==> src/hw/rtl/pvss_pkg.sv <==
// shared types and constants for the pcm voice start register sequencer
// no dependencies; imported by every module of the block
package pvss_pkg;

	localparam int VOICE_SLOTS = 4;

	localparam int ADDR_W  = 20;
	localparam int COUNT_W = 20;
	localparam int RATE_W  = 16;
	localparam int MANT_W  = 10;
	localparam int OCT_W   = 4;
	localparam int WORD_W  = 16;

	// samples must end at or below this byte address (bit index of the limit)
	localparam int PLACE_LIMIT_BIT = 19;

	localparam logic [RATE_W-1:0] NATIVE_RATE = 16'd44100;
	localparam logic [OCT_W-1:0]  MAX_OCTAVE  = 4'd8;

	// register field codes
	localparam logic [3:0] TGT_KEYS    = 4'd0;
	localparam logic [3:0] TGT_ADDR_LO = 4'd1;
	localparam logic [3:0] TGT_LOOP_ST = 4'd2;
	localparam logic [3:0] TGT_LOOP_END = 4'd3;
	localparam logic [3:0] TGT_ENV     = 4'd4;
	localparam logic [3:0] TGT_RELEASE = 4'd5;
	localparam logic [3:0] TGT_ATTEN   = 4'd6;
	localparam logic [3:0] TGT_PITCH   = 4'd7;
	localparam logic [3:0] TGT_PAN_SEND = 4'd8;
	localparam logic [3:0] TGT_MASTER  = 4'd9;

	// status codes
	localparam logic [1:0] STS_OK        = 2'd0;
	localparam logic [1:0] STS_BAD_SLOT  = 2'd1;
	localparam logic [1:0] STS_BAD_PLACE = 2'd2;
	localparam logic [1:0] STS_BAD_RATE  = 2'd3;

	// command codes
	localparam logic [1:0] ACT_START  = 2'd0;
	localparam logic [1:0] ACT_STOP   = 2'd1;
	localparam logic [1:0] ACT_MASTER = 2'd2;

	localparam logic [WORD_W-1:0] KEY_EXEC   = 16'h1000;
	localparam logic [WORD_W-1:0] KEY_ON     = 16'h0800;
	localparam logic [WORD_W-1:0] KEY_PCM8   = 16'h0010;
	localparam logic [WORD_W-1:0] KEY_LOOP   = 16'h0020;
	localparam logic [WORD_W-1:0] MASTER_REG = 16'h0200;
	localparam logic [WORD_W-1:0] ENV_MAX    = 16'd31;

	// handshake between the top level and a serial check unit
	typedef struct packed {
		logic done;
		logic ok;
	} unit_sts_t;

endpackage

==> src/hw/rtl/pvss_place.sv <==
// bit-serial placement check: offset + count must not pass the sample limit
// depends on pvss_pkg
module pvss_place (
	input  logic                          clk,
	input  logic                          arst_n,
	input  logic                          start,
	input  logic [pvss_pkg::ADDR_W-1:0]   offset,
	input  logic [pvss_pkg::COUNT_W-1:0]  count,
	output pvss_pkg::unit_sts_t           sts
);
	import pvss_pkg::*;

	localparam int CNT_W = $clog2(ADDR_W);

	logic [ADDR_W-1:0]  a_q;
	logic [COUNT_W-1:0] b_q;
	logic               carry_q;
	logic               nz_q;
	logic               low_nz_q;
	logic [CNT_W-1:0]   bit_q;
	logic               run_q;
	logic               done_q;
	logic               ok_q;

	logic sum_c;
	logic cout_c;
	logic nz_c;

	assign sum_c  = a_q[0] ^ b_q[0] ^ carry_q;
	assign cout_c = (a_q[0] & b_q[0]) | (a_q[0] & carry_q) | (b_q[0] & carry_q);
	assign nz_c   = nz_q | b_q[0];

	always_ff @(posedge clk or negedge arst_n) begin
		if (!arst_n) begin
			run_q    <= 1'b0;
			done_q   <= 1'b0;
			ok_q     <= 1'b0;
			bit_q    <= '0;
			carry_q  <= 1'b0;
			nz_q     <= 1'b0;
			low_nz_q <= 1'b0;
		end else if (start) begin
			run_q    <= 1'b1;
			done_q   <= 1'b0;
			ok_q     <= 1'b0;
			bit_q    <= '0;
			carry_q  <= 1'b0;
			nz_q     <= 1'b0;
			low_nz_q <= 1'b0;
		end else if (run_q) begin
			carry_q <= cout_c;
			nz_q    <= nz_c;
			if (bit_q < CNT_W'(PLACE_LIMIT_BIT)) begin
				low_nz_q <= low_nz_q | sum_c;
			end
			// top sum bit is the carry out of the last position
			if (bit_q == CNT_W'(ADDR_W - 1)) begin
				run_q  <= 1'b0;
				done_q <= 1'b1;
				ok_q   <= nz_c & ~cout_c & ~(sum_c & low_nz_q);
			end else begin
				bit_q <= bit_q + 1'b1;
			end
		end
	end

	// operand shift registers, lsb first
	always_ff @(posedge clk) begin
		if (start) begin
			a_q <= offset;
			b_q <= count;
		end else if (run_q) begin
			a_q <= a_q >> 1;
			b_q <= b_q >> 1;
		end
	end

	assign sts.done = done_q;
	assign sts.ok   = ok_q;

endmodule

==> src/hw/rtl/pvss_pitch.sv <==
// pitch word unit: octave search by halving, then restoring bit-serial divide
// depends on pvss_pkg
module pvss_pitch (
	input  logic                         clk,
	input  logic                         arst_n,
	input  logic                         start,
	input  logic [pvss_pkg::RATE_W-1:0]  rate,
	output pvss_pkg::unit_sts_t          sts,
	output logic [pvss_pkg::WORD_W-1:0]  word
);
	import pvss_pkg::*;

	localparam int QUO_W = MANT_W + 1;
	localparam int CNT_W = $clog2(QUO_W);

	typedef enum logic [1:0] {
		P_IDLE,
		P_OCT,
		P_DIV
	} pstate_t;

	pstate_t             state_q;
	logic [RATE_W-1:0]   rate_q;
	logic [RATE_W-1:0]   base_q;
	logic [OCT_W-1:0]    oct_q;
	logic [RATE_W:0]     rem_q;
	logic [QUO_W-1:0]    quo_q;
	logic [CNT_W-1:0]    step_q;
	logic                done_q;
	logic                ok_q;
	logic [WORD_W-1:0]   word_q;

	logic              qbit_c;
	logic [RATE_W:0]   sub_c;
	logic [QUO_W-1:0]  quo_c;
	logic [OCT_W-1:0]  oct_neg_c;

	assign sub_c     = rem_q - {1'b0, base_q};
	assign qbit_c    = ~sub_c[RATE_W];
	assign quo_c     = {quo_q[QUO_W-2:0], qbit_c};
	assign oct_neg_c = OCT_W'(0) - oct_q;

	always_ff @(posedge clk or negedge arst_n) begin
		if (!arst_n) begin
			state_q <= P_IDLE;
			done_q  <= 1'b0;
			ok_q    <= 1'b0;
			step_q  <= '0;
			oct_q   <= '0;
		end else if (start) begin
			ok_q   <= 1'b0;
			oct_q  <= '0;
			if (rate == '0 || rate > NATIVE_RATE) begin
				state_q <= P_IDLE;
				done_q  <= 1'b1;
			end else begin
				state_q <= P_OCT;
				done_q  <= 1'b0;
			end
		end else begin
			case (state_q)
				P_OCT: begin
					if (base_q > rate_q && oct_q < MAX_OCTAVE) begin
						oct_q <= oct_q + 1'b1;
					end else if (oct_q == MAX_OCTAVE) begin
						// rate below the lowest octave
						state_q <= P_IDLE;
						done_q  <= 1'b1;
					end else begin
						state_q <= P_DIV;
						step_q  <= '0;
					end
				end
				P_DIV: begin
					if (step_q == CNT_W'(QUO_W - 1)) begin
						state_q <= P_IDLE;
						done_q  <= 1'b1;
						ok_q    <= ~quo_c[QUO_W-1];
					end else begin
						step_q <= step_q + 1'b1;
					end
				end
				default: begin
					state_q <= P_IDLE;
				end
			endcase
		end
	end

	// datapath: base halving, remainder and quotient shift registers
	always_ff @(posedge clk) begin
		if (start) begin
			rate_q <= rate;
			base_q <= NATIVE_RATE;
		end else begin
			case (state_q)
				P_OCT: begin
					if (base_q > rate_q && oct_q < MAX_OCTAVE) begin
						base_q <= base_q >> 1;
					end else begin
						rem_q <= {1'b0, rate_q - base_q};
						quo_q <= '0;
					end
				end
				P_DIV: begin
					rem_q  <= qbit_c ? {sub_c[RATE_W-1:0], 1'b0} : {rem_q[RATE_W-1:0], 1'b0};
					quo_q  <= quo_c;
					// octave in bits 14..11, mantissa in bits 9..0
					word_q <= {1'b0, oct_neg_c, 1'b0, quo_c[MANT_W-1:0]};
				end
				default: begin
					rate_q <= rate_q;
				end
			endcase
		end
	end

	assign sts.done = done_q;
	assign sts.ok   = ok_q;
	assign word     = word_q;

endmodule

==> src/hw/rtl/pcm_voice_start_register_sequencer.sv <==
// top level of the pcm voice start register sequencer
// depends on pvss_pkg, pvss_place and pvss_pitch
//
// Takes one voice command per item (start, stop or master volume) and turns
// it into register writes for an 8-bit pcm sound chip. A stop gives one
// key-execute write, a master command one master write, a rejected command
// one status result, action code three nothing. A start runs two serial units
// side by side: a bit-serial adder that checks the sample lies below the
// half-megabyte limit (one address bit a cycle) and the pitch unit
// (up to 8 halvings for the octave, then an 11-step restoring division, one
// quotient bit a cycle); it then emits ten writes, key word last, one a cycle
// while the output is not stalled. Stop, master and bad-slot rejects give
// their single result directly; placement and rate rejects wait for both
// units. The block works on one command at a time; it takes the next command
// as soon as the final result of the current one sits in the output register.
module pcm_voice_start_register_sequencer (
	input  logic        clk,
	input  logic        arst_n,
	input  logic        in_valid,
	output logic        in_stall,
	input  logic [1:0]  action,
	input  logic [7:0]  slot,
	input  logic [19:0] ram_offset,
	input  logic [19:0] sample_len,
	input  logic [15:0] play_rate,
	input  logic        loop_enable,
	input  logic [15:0] volume,
	input  logic signed [15:0] pan,
	output logic        out_valid,
	input  logic        out_stall,
	output logic        write_valid,
	output logic [3:0]  target,
	output logic [4:0]  slot_out,
	output logic [15:0] write_value,
	output logic        last,
	output logic [1:0]  status
);
	import pvss_pkg::*;

	typedef enum logic [1:0] {
		ST_IDLE,
		ST_CALC,
		ST_ONE,
		ST_EMIT
	} state_t;

	typedef enum logic [1:0] {
		ONE_MASTER,
		ONE_STOP,
		ONE_REJECT
	} one_kind_t;

	state_t            state_q;
	one_kind_t         kind_q;
	logic [1:0]        rej_q;
	logic [3:0]        idx_q;

	// captured command fields
	logic [4:0]        slot_q;
	logic [ADDR_W-1:0] offset_q;
	logic [15:0]       loop_end_q;
	logic              loop_q;
	logic [3:0]        vol_q;
	logic [4:0]        pan_code_q;

	// output register
	logic              out_valid_q;
	logic              write_valid_q;
	logic [3:0]        target_q;
	logic [4:0]        slot_out_q;
	logic [15:0]       write_value_q;
	logic              last_q;
	logic [1:0]        status_q;

	unit_sts_t         place_sts;
	unit_sts_t         pitch_sts;
	logic [WORD_W-1:0] pitch_val;

	logic              accept_c;
	logic              start_go_c;
	logic              slot_bad_c;
	logic              load_c;
	logic [3:0]        vol_sat_c;
	logic [4:0]        pan_abs_c;
	logic [5:0]        pan_inc_c;
	logic [3:0]        pan_mag_c;

	// result about to be loaded
	logic              r_wv_c;
	logic [3:0]        r_tgt_c;
	logic [4:0]        r_slot_c;
	logic [15:0]       r_val_c;
	logic              r_last_c;
	logic [1:0]        r_sts_c;

	assign accept_c   = in_valid & ~in_stall;
	assign slot_bad_c = slot >= 8'(VOICE_SLOTS);
	assign start_go_c = accept_c & (action == ACT_START) & ~slot_bad_c;
	assign in_stall   = (state_q != ST_IDLE);
	assign load_c     = ((state_q == ST_ONE) || (state_q == ST_EMIT)) &
	                    (~out_valid_q | ~out_stall);

	// saturations of the send level and the pan
	assign vol_sat_c = (volume > 16'd15) ? 4'hF : volume[3:0];
	always_comb begin
		if (pan < -16'sd31 || pan > 16'sd31) begin
			pan_abs_c = 5'd31;
		end else if (pan[15]) begin
			pan_abs_c = 5'(-pan);
		end else begin
			pan_abs_c = pan[4:0];
		end
		pan_inc_c = (6'(pan_abs_c) + 6'd1) >> 1;
		pan_mag_c = pan_inc_c[5:4] != 2'b00 ? 4'hF : pan_inc_c[3:0];
	end

	pvss_place u_place (
		.clk    (clk),
		.arst_n (arst_n),
		.start  (start_go_c),
		.offset (ram_offset),
		.count  (sample_len),
		.sts    (place_sts)
	);

	pvss_pitch u_pitch (
		.clk    (clk),
		.arst_n (arst_n),
		.start  (start_go_c),
		.rate   (play_rate),
		.sts    (pitch_sts),
		.word   (pitch_val)
	);

	// result selection
	always_comb begin
		r_wv_c   = 1'b1;
		r_tgt_c  = TGT_KEYS;
		r_slot_c = slot_q;
		r_val_c  = '0;
		r_last_c = 1'b0;
		r_sts_c  = STS_OK;
		if (state_q == ST_ONE) begin
			r_last_c = 1'b1;
			case (kind_q)
				ONE_MASTER: begin
					r_tgt_c  = TGT_MASTER;
					r_slot_c = '0;
					r_val_c  = MASTER_REG | 16'(vol_q);
				end
				ONE_STOP: begin
					r_val_c = KEY_EXEC;
				end
				default: begin
					r_wv_c   = 1'b0;
					r_slot_c = '0;
					r_sts_c  = rej_q;
				end
			endcase
		end else begin
			case (idx_q)
				4'd0: begin
					r_tgt_c = TGT_KEYS;
					r_val_c = KEY_EXEC;
				end
				4'd1: begin
					r_tgt_c = TGT_ADDR_LO;
					r_val_c = offset_q[15:0];
				end
				4'd2: r_tgt_c = TGT_LOOP_ST;
				4'd3: begin
					r_tgt_c = TGT_LOOP_END;
					r_val_c = loop_end_q;
				end
				4'd4: begin
					r_tgt_c = TGT_ENV;
					r_val_c = ENV_MAX;
				end
				4'd5: begin
					r_tgt_c = TGT_RELEASE;
					r_val_c = ENV_MAX;
				end
				4'd6: r_tgt_c = TGT_ATTEN;
				4'd7: begin
					r_tgt_c = TGT_PITCH;
					r_val_c = pitch_val;
				end
				4'd8: begin
					r_tgt_c = TGT_PAN_SEND;
					r_val_c = {vol_q[3:1], pan_code_q, 8'd0};
				end
				default: begin
					// key word closes the sequence
					r_tgt_c  = TGT_KEYS;
					r_val_c  = KEY_EXEC | KEY_ON | KEY_PCM8 | 16'(offset_q[19:16]) |
					           (loop_q ? KEY_LOOP : 16'd0);
					r_last_c = 1'b1;
				end
			endcase
		end
	end

	// command sequencer and output valid
	always_ff @(posedge clk or negedge arst_n) begin
		if (!arst_n) begin
			state_q     <= ST_IDLE;
			kind_q      <= ONE_MASTER;
			rej_q       <= STS_OK;
			idx_q       <= '0;
			out_valid_q <= 1'b0;
		end else begin
			if (load_c) begin
				out_valid_q <= 1'b1;
			end else if (~out_stall) begin
				out_valid_q <= 1'b0;
			end
			case (state_q)
				ST_IDLE: begin
					if (accept_c) begin
						idx_q <= '0;
						case (action)
							ACT_MASTER: begin
								kind_q  <= ONE_MASTER;
								state_q <= ST_ONE;
							end
							ACT_STOP: begin
								kind_q  <= slot_bad_c ? ONE_REJECT : ONE_STOP;
								rej_q   <= STS_BAD_SLOT;
								state_q <= ST_ONE;
							end
							ACT_START: begin
								if (slot_bad_c) begin
									kind_q  <= ONE_REJECT;
									rej_q   <= STS_BAD_SLOT;
									state_q <= ST_ONE;
								end else begin
									state_q <= ST_CALC;
								end
							end
							default: state_q <= ST_IDLE;
						endcase
					end
				end
				ST_CALC: begin
					if (place_sts.done && pitch_sts.done) begin
						if (!place_sts.ok) begin
							kind_q  <= ONE_REJECT;
							rej_q   <= STS_BAD_PLACE;
							state_q <= ST_ONE;
						end else if (!pitch_sts.ok) begin
							kind_q  <= ONE_REJECT;
							rej_q   <= STS_BAD_RATE;
							state_q <= ST_ONE;
						end else begin
							state_q <= ST_EMIT;
						end
					end
				end
				ST_ONE: begin
					if (load_c) begin
						state_q <= ST_IDLE;
					end
				end
				ST_EMIT: begin
					if (load_c) begin
						if (r_last_c) begin
							state_q <= ST_IDLE;
						end else begin
							idx_q <= idx_q + 1'b1;
						end
					end
				end
				default: state_q <= ST_IDLE;
			endcase
		end
	end

	// command payload capture
	always_ff @(posedge clk) begin
		if (accept_c) begin
			slot_q     <= slot[4:0];
			offset_q   <= ram_offset;
			loop_end_q <= sample_len[15:0] - 16'd1;
			loop_q     <= loop_enable;
			vol_q      <= vol_sat_c;
			pan_code_q <= {pan[15], pan_mag_c};
		end
	end

	// output payload register
	always_ff @(posedge clk) begin
		if (load_c) begin
			write_valid_q <= r_wv_c;
			target_q      <= r_tgt_c;
			slot_out_q    <= r_slot_c;
			write_value_q <= r_val_c;
			last_q        <= r_last_c;
			status_q      <= r_sts_c;
		end
	end

	assign out_valid   = out_valid_q;
	assign write_valid = write_valid_q;
	assign target      = target_q;
	assign slot_out    = slot_out_q;
	assign write_value = write_value_q;
	assign last        = last_q;
	assign status      = status_q;

`ifndef SYNTHESIS
	// a register write never carries a failure status
	a_write_ok: assert property (@(posedge clk) disable iff (!arst_n)
		out_valid && write_valid |-> status == STS_OK)
		else $error("write result with nonzero status");

	// status results always close their command
	a_reject_last: assert property (@(posedge clk) disable iff (!arst_n)
		out_valid && !write_valid |-> last && status != STS_OK)
		else $error("status result not final or status ok");

	// master writes never name a slot
	a_master_slot: assert property (@(posedge clk) disable iff (!arst_n)
		out_valid && write_valid && target == TGT_MASTER |-> slot_out == 5'd0)
		else $error("master write with a slot");

	// a command that yields results blocks the input on the next cycle
	a_busy_after: assert property (@(posedge clk) disable iff (!arst_n)
		in_valid && !in_stall && (action == ACT_START || action == ACT_STOP ||
		action == ACT_MASTER) |=> in_stall)
		else $error("input not held off after a command");
`endif

endmodule
==> config.mk <==
export PLATFORM = sky130hd
export DESIGN_NAME = pcm_voice_start_register_sequencer
export DESIGN_NICKNAME = d
export VERILOG_FILES = /design/src/hw/rtl/pvss_pkg.sv /design/src/hw/rtl/pvss_place.sv /design/src/hw/rtl/pvss_pitch.sv /design/src/hw/rtl/pcm_voice_start_register_sequencer.sv
export SDC_FILE = /design/constraint.sdc
export NUM_CORES = 1
export LEC_CHECK = 0
export ABC_AREA = 1
export BUFFER_PORTS_ARGS = -buffer_cell sky130_fd_sc_hd__clkbuf_2
export CORE_MARGIN = 8
export CORE_UTILIZATION = 55
export CTS_BUF_LIST = sky130_fd_sc_hd__clkbuf_4 sky130_fd_sc_hd__clkbuf_8 sky130_fd_sc_hd__clkbuf_16
export DETAILED_ROUTE_END_ITERATION = 10
export PLACE_DENSITY = 0.75
export SYNTH_ARGS = -nofsm -noshare
export SYNTH_HDL_FRONTEND = slang
export SYNTH_SLANG_ARGS = --single-unit
==> constraint.sdc <==
create_clock -name clk -period 6.9 [get_ports clk]
set_clock_uncertainty 0.2 [all_clocks]
set_input_delay 1.38 -clock clk [delete_from_list [all_inputs] [get_ports clk]]
set_output_delay 1.38 -clock clk [all_outputs]
set_load 0.1 [all_outputs]
==> metrics.txt, run 1 <==
# fillers 1753; DR iter-0 viols 997; placed cells 1746; critical path arrival 3.84 ns; min cycle time layout 3.59 ns; post-synthesis compound-gate area fraction 7.41%; Area Overhead vs Synth 14.5%; cts bufs inserted 25; Setup WS pre-CTS 2.76 ns; Crit. End Element flip-flop; Avg WL per Cell 15.7 um; maximum operating frequency 278 MHz; Mapped Area 12000 um^2; Crit-path slowest cell nor2_1; Max IR drop VDD 0.000204 V; CTS tree built; Comb power frac 26.4%; status finished clean; Synth top cells by count nand2_1 (400), inv_1 (183), edfxtp_1 (177); post-synth net total 1502; #FFs+latches synth 227; RSZ-0062 raised after global routing false; clock sinks 227; worst min path class flip-flop to flip-flop; Pint 0.00284 W; Final Hold Fails 0; number of synthesized flops with an enable pin 177; Max-cap violations 0; part of the cycle the worst path needs 52.1%; Mapped Cells 1347; setup TNS 0 ns; Residual DRC 0; CP required 7.15 ns; Post-Route WL 28.0 mm; CTS hold repair buffers 0; gr usage total 20.7%; Net Sw Frac 36.2%; Die Y 164 um; die area 26800 um^2; Initial Util 55.5%; Final Setup Violations 0; post-route insts no fill 1791; Main synth FF type edfxtp_1; final worst slack 3.31 ns; setup bufs post-CTS 0; initial antenna violation count 0; worst skew pair latency 0.53 ns; post-synthesis mux area share 0%; P_sw 0.00161 W; Reg2Reg Setup Slack 3.69 ns; yosys warns 0; IO Pins 134; ranking of synthesized cells by area edfxtp_1 (44%), nand2_1 (13%), dfrtp_1 (7.1%); nets@finish 1648; most common cell in the netlist nand2_1; via/cell ratio 5.35; adder-cell share of the synthesized area 5.60%; post-synthesis xor/xnor area fraction 2.33%; cells along the critical path clkbuf_2 > inv_1 > ha_1 > inv_1 > nor3_4 > buf_4 > nor2_1 > o21ai_1 > nand2_1 > nand2_1 > o21ai_0; drt first pass iters 5; simple-gate share of the synthesized area 23.6%; max incr delay on CP 0.92 ns; Yosys cell types 48; Antenna Nets Post-Route 0; Async SR Flop Fraction 15.0%; vias in the first global route 9119; Power Density 324 nW/um^2; CTS Root Cell clkbuf_16; IO Port Bufs 133; critical path type input port to flip-flop; Mapped Avg Cell Area 8.92 um^2; grt total ovfl 0; pin count of the biggest net entering global routing 55; gpl congestion 0.887; Leak Pwr 6.44 nW; total power draw 0.00445 W; htree depth 1; area share of the largest cell type after synthesis 44.3%; Clock power frac 28.7%; share of the yosys chip area belonging to registers 54.0%; sequential power share 44.9%; cts repair resizes 0; Post-DP HPWL 20.7 mm; core area 21600 um^2; antenna fix cells 0; CP Launch Type input port; main combinational cell family by area after synthesis simple AND/OR/NAND/NOR gates; share of post-route cells with drive strength above 1 14.2%; Clock transition at path regs 0.06 ns; post-synth top area cell edfxtp_1; first-pass GRT wire length 45.2 mm; clock buffer depth 3; final slew viol count 0; CP max FO 25; die width 164 um; Worst slew margin 21.4%; Worst Tran Pin Value 1.17 ns; routed via count 9585; row cnt 54
-- registers in the layout, summed over array words and instances (netlist names), 4 cells and up --
name and flops:
u_pitch.word 14, pan_code_q 5, write_value 16, u_place.a_q 20, idx_q 4, offset_q 20
u_pitch.rate_q 16, target 4, u_pitch.quo_q 10, u_pitch.step_q 4, slot_out 5, u_pitch.oct_q 4
u_place.b_q 20, u_pitch.rem_q 17, vol_q 4, u_place.bit_q 5, slot_q 5, u_pitch.base_q 16
loop_end_q 16
-- path summary, 6_finish.rpt --
path / start / end / cells past startpoint
setup / recovery: action[0] / u_pitch.state_q[0] / 11
hold / removal: u_pitch.quo_q[7] / u_pitch.word[8] / 0
setup reg to reg: state_q[0] / u_pitch.quo_q[5] / 7
hold reg to reg: u_pitch.quo_q[7] / u_pitch.word[8] / 0
max in group asynchronous: arst_n / rej_q[1] / 1
min in group asynchronous: arst_n / u_place.low_nz_q / 1
-- critical path, delay by kind of cell --
family          cells  cell delay [ns]
buf+inv             4             0.54
compound gates      2             0.37
fa+ha+maj           1             0.31
simple gates        4             1.22
-- final cells by class --
type                    count  area [um^2]  area share (%)
clock inverters            18          139            1.01
clock buffers              27          653            4.75
repair buffers            141          726            5.28
multi-input cells         908         4690            34.1
inverters                 190          713            5.19
well taps                 280          350            2.55
flip-flops and latches    227         6490            47.2
-- power by group through the flow --
stage / clock, W / combinational [W] / sequential [W]
global placement: 0 / 0.00115 / 0.00202
global route: 0.00135 / 0.00128 / 0.00202
finish: 0.00128 / 0.00118 / 0.00200
detailed placement: 0 / 0.00118 / 0.00202
CTS: 0.00129 / 0.00118 / 0.00199
floorplan: 0 / 0.000463 / 0.00244
-- kinds of logic after synthesis --
logic type,count (synthesis)
compound gates,158
buf+inv,212
flops,227
simple gates,666
fa+ha+maj,52
xor+xnor,32
-- placed cells by master, fill, tap and decap left out, types with 8 or more instances in the layout --
cell type / synthesis / final
o21ai_0: 61 / 61
clkbuf_2: 0 / 133
or2_2: 9 / 9
xnor2_1: 8 / 8
xor2_1: 24 / 24
clkinv_1: 1 / 8
nand3b_1: 12 / 12
dfxtp_1: 16 / 16
o22ai_1: 10 / 10
nand4_1: 17 / 17
edfxtp_1: 177 / 177
ha_1: 49 / 49
nor3_1: 10 / 10
nand2_1: 400 / 400
clkbuf_16: 0 / 25
buf_4: 2 / 8
dfrtp_1: 34 / 34
a21oi_1: 51 / 51
nor2_1: 103 / 101
nand3_1: 85 / 85
nand2_2: 9 / 9
inv_1: 183 / 183
-- through the flow --
step / utilization, % / instance area [um^2] / hold WS (ns)
2_1_floorplan: - / 12000 / 0.219
3_3_place_gp: 60.0 / 13000 / 0.229
3_5_place_dp: 60.0 / 13000 / 0.239
4_1_cts: 63.6 / 13800 / 0.252
5_1_grt: 63.6 / 13800 / 0.267
6_report: 63.6 / 13800 / 0.247
-- per-layer routing --
| layer | vias up | global-route usage, % | wire, um |
|---|---|---|---|
| met2 | 327 | 32.7 | 12800 |
| met4 | 0 | 5.04 | 459 |
| met3 | 33 | 3.01 | 2140 |
| met1 | 4456 | 29.5 | 12600 |
| li1 | 4769 | - | - |
| met5 | - | 0 | 0 |
Note: power is estimated with default switching activity, not from simulation.
==> run 2: changes to the inputs <==
--- a/config.mk
+++ b/config.mk
@@ -8,10 +8,10 @@
 export ABC_AREA = 1
 export BUFFER_PORTS_ARGS = -buffer_cell sky130_fd_sc_hd__clkbuf_2
 export CORE_MARGIN = 8
-export CORE_UTILIZATION = 55
+export CORE_UTILIZATION = 54
 export CTS_BUF_LIST = sky130_fd_sc_hd__clkbuf_4 sky130_fd_sc_hd__clkbuf_8 sky130_fd_sc_hd__clkbuf_16
 export DETAILED_ROUTE_END_ITERATION = 10
-export PLACE_DENSITY = 0.75
+export PLACE_DENSITY = 0.76
 export SYNTH_ARGS = -nofsm -noshare
 export SYNTH_HDL_FRONTEND = slang
 export SYNTH_SLANG_ARGS = --single-unit
==> constraint.sdc (replaced) <==
create_clock -name clk -period 3.29 [get_ports clk]
set_clock_uncertainty 0.2 [all_clocks]
set_input_delay 0.658 -clock clk [delete_from_list [all_inputs] [get_ports clk]]
set_output_delay 0.658 -clock clk [all_outputs]
set_load 0.1 [all_outputs]
==> metrics.txt, run 2 (synthesis results as in run 1) <==
# fillers 1766 (+0.74%); gpl congestion 0.890 (+0.41%); maximum operating frequency 368 MHz; Worst slew margin 40.4% (+19 points); Final Setup Violations 0 (unchanged); via/cell ratio 5.34 (-0.22%); pin count of the biggest net entering global routing 53 (-3.6%); most frequent cells in the layout nand2_1 (399), inv_1 (183), edfxtp_1 (177); critical path arrival 2.71 ns (-1.13 ns); cells along the critical path ha_1 > fa_1 > inv_1 > nand3_1 > nand2_1 > nand3_1 > nand3_2 > nand2_1 > nand2_2 > nand2_1 > nor2_2 > buf_4; top flop regs offset_q x20, u_place.a_q x20, u_place.b_q x20; Power Density 685 nW/um^2 (+110%); Comb power frac 26.6% (+0.2 points); grt total ovfl 0 (unchanged); CP Launch Type flip-flop; first-pass GRT wire length 44.9 mm (-0.56%); Die Y 165 um (+0.83%); min cycle time layout 2.72 ns; row cnt 54 (unchanged); Placed Area 13000 um^2 (+0.56%); CP required 3.28 ns (-3.87 ns); FF-to-FF path depth 12 (+5); initial antenna violation count 0 (unchanged); setup TNS 0 ns (unchanged); htree depth 1 (unchanged); Stages on worst setup path 12 (+1); CTS tree built; die area 27300 um^2 (+1.7%); critical path type flip-flop to flip-flop; nets@finish 1654 (+0.36%); worst skew pair latency 0.54 ns (about the same); IO Port Bufs 133 (unchanged); Avg WL per Cell 15.5 um (-0.96%); routed via count 9601 (+0.17%); Reg2Reg Setup Slack 0.57 ns (-3.12 ns); drt first pass iters 5 (unchanged); Most Frequent Cell on Critical Path nand2_1; reg-to-reg critical path startpoint u_pitch.base_q[0]; setup bufs post-CTS 0 (unchanged); sequential power share 43.8% (-1.1 points); max incr delay on CP 0.37 ns (-0.55 ns); status finished clean; share of post-route cells with drive strength above 1 15.1% (+0.86 points); Crit-path slowest cell fa_1; die width 165 um (+0.83%); Worst Tran Pin Value 0.894 ns (-0.281 ns); Pint 0.00606 W (+110%); cts bufs inserted 25 (unchanged); Max-cap violations 0 (unchanged); IO Pins 134 (unchanged); Post-Route WL 27.9 mm (-0.57%); Leak Pwr 6.49 nW (+0.76%); cell area after layout 13900 um^2 (+0.91%); Antenna Nets Post-Route 0 (unchanged); Residual DRC 0 (unchanged); Post-DP HPWL 21.0 mm (+1.5%); worst min path class input port to async pin; DR iter-0 viols 921 (-7.6%); gr usage total 20.4% (-0.23 points); Final Hold Fails 0 (unchanged); cts repair resizes 0 (unchanged); most common cell after layout, fill and taps aside nand2_1; Max IR drop VDD 0.000456 V (+120%); part of the cycle the worst path needs 82.5%; core area 21800 um^2 (+0.94%); final slew viol count 0 (unchanged); CP max FO 27 (+8.0%); Net Sw Frac 36.2% (about the same); Crit Reg-Reg Endpoint u_pitch.rem_q[4]; Clock power frac 29.6% (+0.9 points); Initial Util 55.0% (-0.52 points); antenna fix cells 0 (unchanged); Critical path buffers and inverters 2 (-2); vias in the first global route 9157 (+0.42%); Area Overhead vs Synth 15.6%; CP top delay family simple AND/OR/NAND/NOR gates; CTS hold repair buffers 0 (unchanged); Crit. End Element flip-flop; clock sinks 227 (unchanged); CTS Root Cell clkbuf_16; clock buffer depth 3 (unchanged); RSZ-0062 raised after global routing false; Clock transition at path regs 0.06 ns (about the same); P_sw 0.00344 W (+110%)
-- run 2: final cells by class --
class	instances	area, um^2	share of cell area [%]
clock buffer	29	686	4.94
tap	280	350	2.52
timing repair buffer	147	796	5.73
multi-input combinational	908	4690	33.8
inverter	190	713	5.14
clock inverter	17	159	1.14
sequential	227	6490	46.7
-- run 2: worst max path at each step --
stage	from	endpoint	slack, ns
after floorplan	u_pitch.rate_q[0]	u_pitch.quo_q[0]	0.23
after global placement	u_pitch.base_q[0]	u_pitch.rem_q[4]	0.65
after detailed placement	u_pitch.rate_q[0]	u_pitch.rem_q[4]	0.59
after CTS	u_pitch.rate_q[0]	u_pitch.rem_q[1]	0.57
after global routing	u_pitch.rate_q[0]	u_pitch.rem_q[0]	0.33
final	u_pitch.base_q[0]	u_pitch.rem_q[4]	0.57
-- run 2: through the flow --
step | power, W | utilization (%) | setup WS [ns] | hold WS, ns | std cells
after floorplan | 0.00608 | - | 0.234 | 0.162 | 1347
after global routing | 0.00991 | 63.6 | 0.333 | 0.0944 | 1798
after global placement | 0.00668 | 59.7 | 0.647 | 0.230 | 1752
final | 0.00950 | 63.6 | 0.575 | 0.0217 | 1798
after CTS | 0.00955 | 63.6 | 0.572 | 0.0532 | 1798
after detailed placement | 0.00675 | 59.7 | 0.591 | 0.232 | 1752
-- run 2: metal layers --
layer	track usage, %	up-vias	wire (um)
met5	0	-	0
met4	5.41	0	458
met3	3.25	44	2390
met2	32.6	348	12900
met1	28.6	4432	12200
li1	-	4777	-
-- run 2: worst reg2reg max path: cells and delay by family, from the launching register on --
family	cells	cell delay, ns
adder cells (fa/ha/maj)	2	0.62
buffers and inverters	2	0.44
flip-flops	1	0.34
AND/OR/NAND/NOR	8	0.79
-- run 2: power groups by stage --
| stage | Sequential (W) | Clock, W | Combinational (W) |
|---|---|---|---|
| global route | 0.00422 | 0.00295 | 0.00275 |
| detailed placement | 0.00422 | 0 | 0.00253 |
| CTS | 0.00416 | 0.00284 | 0.00254 |
| finish | 0.00416 | 0.00281 | 0.00253 |
| global placement | 0.00420 | 0 | 0.00247 |
| floorplan | 0.00511 | 0 | 0.000974 |
==> run 3: changes to the inputs <==
--- a/config.mk
+++ b/config.mk
@@ -8,10 +8,10 @@
 export ABC_AREA = 1
 export BUFFER_PORTS_ARGS = -buffer_cell sky130_fd_sc_hd__clkbuf_2
 export CORE_MARGIN = 8
-export CORE_UTILIZATION = 54
+export CORE_UTILIZATION = 55
 export CTS_BUF_LIST = sky130_fd_sc_hd__clkbuf_4 sky130_fd_sc_hd__clkbuf_8 sky130_fd_sc_hd__clkbuf_16
 export DETAILED_ROUTE_END_ITERATION = 10
-export PLACE_DENSITY = 0.76
+export PLACE_DENSITY = 0.75
 export SYNTH_ARGS = -nofsm -noshare
 export SYNTH_HDL_FRONTEND = slang
 export SYNTH_SLANG_ARGS = --single-unit
==> constraint.sdc (replaced) <==
create_clock -name clk -period 2.68 [get_ports clk]
set_clock_uncertainty 0.2 [all_clocks]
set_input_delay 0.536 -clock clk [delete_from_list [all_inputs] [get_ports clk]]
set_output_delay 0.536 -clock clk [all_outputs]
set_load 0.1 [all_outputs]
==> metrics.txt, run 3 (synthesis results as in run 1) <==
status finished clean; die area 26800 um^2 (-1.6%); Worst slew margin 39.9% (-0.49 points); final slew viol count 0 (unchanged); Clock power frac 28.4% (-1.2 points); first-pass GRT wire length 44.7 mm (-0.52%); DR iter-0 viols 828 (-10%); Post-DP HPWL 20.9 mm (-0.60%); P_sw 0.00409 W (+19%); gpl congestion 0.887 (-0.35%); via/cell ratio 5.31 (-0.47%); grt total ovfl 0 (unchanged); part of the cycle the worst path needs 95.1% (+13 points); Critical path buffers and inverters 2 (unchanged); gr usage total 20.5% (+0.091 points); CP top delay family simple AND/OR/NAND/NOR gates; Most Frequent Cell on Critical Path nand2_2; CTS tree built; cts bufs inserted 23 (-8.0%); Leak Pwr 6.61 nW (+1.8%); CTS Root Cell clkbuf_16; Max IR drop VDD 0.000575 V (+26%); row cnt 54 (unchanged); nets@finish 1675 (+1.3%); worst skew pair latency 0.53 ns (about the same); share of post-route cells with drive strength above 1 15.7% (+0.59 points); WHS Path Cells 1; Crit-path slowest cell fa_2; final worst slack 0.130 ns (-0.445 ns); vias in the first global route 9218 (+0.67%); drt first pass iters 5 (unchanged); sequential power share 44.6% (+0.8 points); hold path endpoint slot_q[2]; Worst Tran Pin Value 0.901 ns (+0.00742 ns); antenna fix cells 0 (unchanged); Reg2Reg Setup Slack 0.13 ns (-0.44 ns); maximum operating frequency 392 MHz (+6.5%); Pint 0.00742 W (+22%); Net Sw Frac 35.5% (-0.70 points); critical path arrival 2.58 ns (-0.13 ns); max incr delay on CP 0.35 ns (-0.02 ns); Max-cap violations 0 (unchanged); reg-to-reg critical path startpoint u_pitch.base_q[0]; pin count of the biggest net entering global routing 53 (unchanged); FF-to-FF path depth 12 (unchanged); Power Density 816 nW/um^2 (+19%); worst min path class input port to flip-flop; Area Overhead vs Synth 17.4%; IO Pins 134 (unchanged); htree depth 1 (unchanged); Crit Reg-Reg Endpoint u_pitch.quo_q[2]; min cycle time layout 2.55 ns (-0.165 ns); Post-Route WL 28.4 mm (+1.9%); IO Port Bufs 133 (unchanged); core area 21600 um^2 (-0.93%); cells along the critical path ha_2 > fa_2 > inv_2 > nand3_1 > nand2_2 > nand3_1 > nand3_2 > nand2_1 > nand2_2 > nand2_2 > nor2_4 > clkbuf_16; Crit. End Element flip-flop; critical path type flip-flop to flip-flop; Die Y 164 um (-0.83%); Avg WL per Cell 15.6 um (+0.86%); most frequent cells in the layout nand2_1 (397), inv_1 (182), edfxtp_1 (177); Setup WS pre-CTS 0.0865 ns (-0.504 ns); most common cell after layout, fill and taps aside nand2_1; top flop regs offset_q x20, u_place.a_q x20, u_place.b_q x20; die width 164 um (-0.83%); Initial Util 55.5% (+0.52 points); Hold WS 0.0139 ns (-0.00780 ns); Clock transition at path regs 0.06 ns (about the same); initial antenna violation count 0 (unchanged); Comb power frac 27.1% (+0.5 points); Final Hold Fails 0 (unchanged); CP required 2.71 ns (-0.57 ns); Residual DRC 0 (unchanged); Antenna Nets Post-Route 0 (unchanged); clock buffer depth 3 (unchanged); hold wc startpoint slot[2]; clock sinks 227 (unchanged); Final Setup Violations 0 (unchanged); CP Launch Type flip-flop; CP max FO 7 (-74%); routed via count 9657 (+0.58%)
==> run 3: cell types whose count changed in the layout (fill, tap and decap cells not counted), moves of 3 or more <==
cell / previous run / this run
clkinv_4: 3 / 0
clkbuf_4: 1 / 8
clkinvlp_4: 6 / 0
buf_4: 12 / 18
dlygate4sd3_1: 0 / 12
==> run 3: cell type report <==
cell class / instances / area, um^2
clock buffer: 36 / 716
inverter: 190 / 716
clock inverter: 6 / 68.8
tap: 280 / 350
fill: 1787 / 7520
sequential: 227 / 6490
multi-input combinational: 908 / 4700
timing repair buffer: 170 / 1060
==> run 3: worst max path at each step <==
| stage | from | to | slack, ns | cells after the start |
|---|---|---|---|---|
| global route | u_pitch.base_q[1] | u_pitch.rem_q[13] | -0.02 | 11 |
| detailed placement | u_pitch.base_q[0] | u_pitch.rem_q[5] | 0.09 | 12 |
| floorplan | u_pitch.rate_q[0] | u_pitch.quo_q[0] | -0.05 | 13 |
| CTS | u_pitch.base_q[0] | u_pitch.rem_q[0] | 0.07 | 12 |
| finish | u_pitch.base_q[0] | u_pitch.quo_q[2] | 0.13 | 12 |
| global placement | u_pitch.rate_q[0] | u_pitch.rem_q[3] | 0.17 | 13 |
==> run 3: power by group through the flow <==
stage               Clock, W  Combinational, W  Sequential [W]
floorplan                  0           0.00120         0.00626
global placement           0           0.00304         0.00516
detailed placement         0           0.00310         0.00519
CTS                  0.00331           0.00314         0.00513
global route         0.00344           0.00338         0.00521
finish               0.00326           0.00312         0.00513
==> run 3: repair_timing <==
action,in CTS,in global routing
setup buffers,0,3
hold endpoints to repair,45,0
gates resized for setup,0,4
endpoints found under the setup margin,0,27
hold buffers,12,0
==> run 3: stage by stage <==
stage	util [%]	std cells	total power [W]	TNS (ns)	instance area, um^2
floorplan	-	1347	0.00747	-1.43	12000
global placement	60.6	1757	0.00819	0	13100
detailed placement	60.6	1757	0.00829	0	13100
CTS	64.8	1811	0.0116	0	14000
global route	65.2	1817	0.0120	-0.0247	14100
finish	65.2	1817	0.0115	0	14100
==> run 3: metal layers <==
layer  track usage (%)  part of all wire (%)  vias to the layer above  wire (um)
met3              2.86                   7.2                       49       2050
met5                 0                     0                        -          0
li1                  -                     -                     4807          -
met4              6.45                   2.3                        0        650
met1              28.8                    45                     4492      12700
met2              32.5                    46                      309      13000
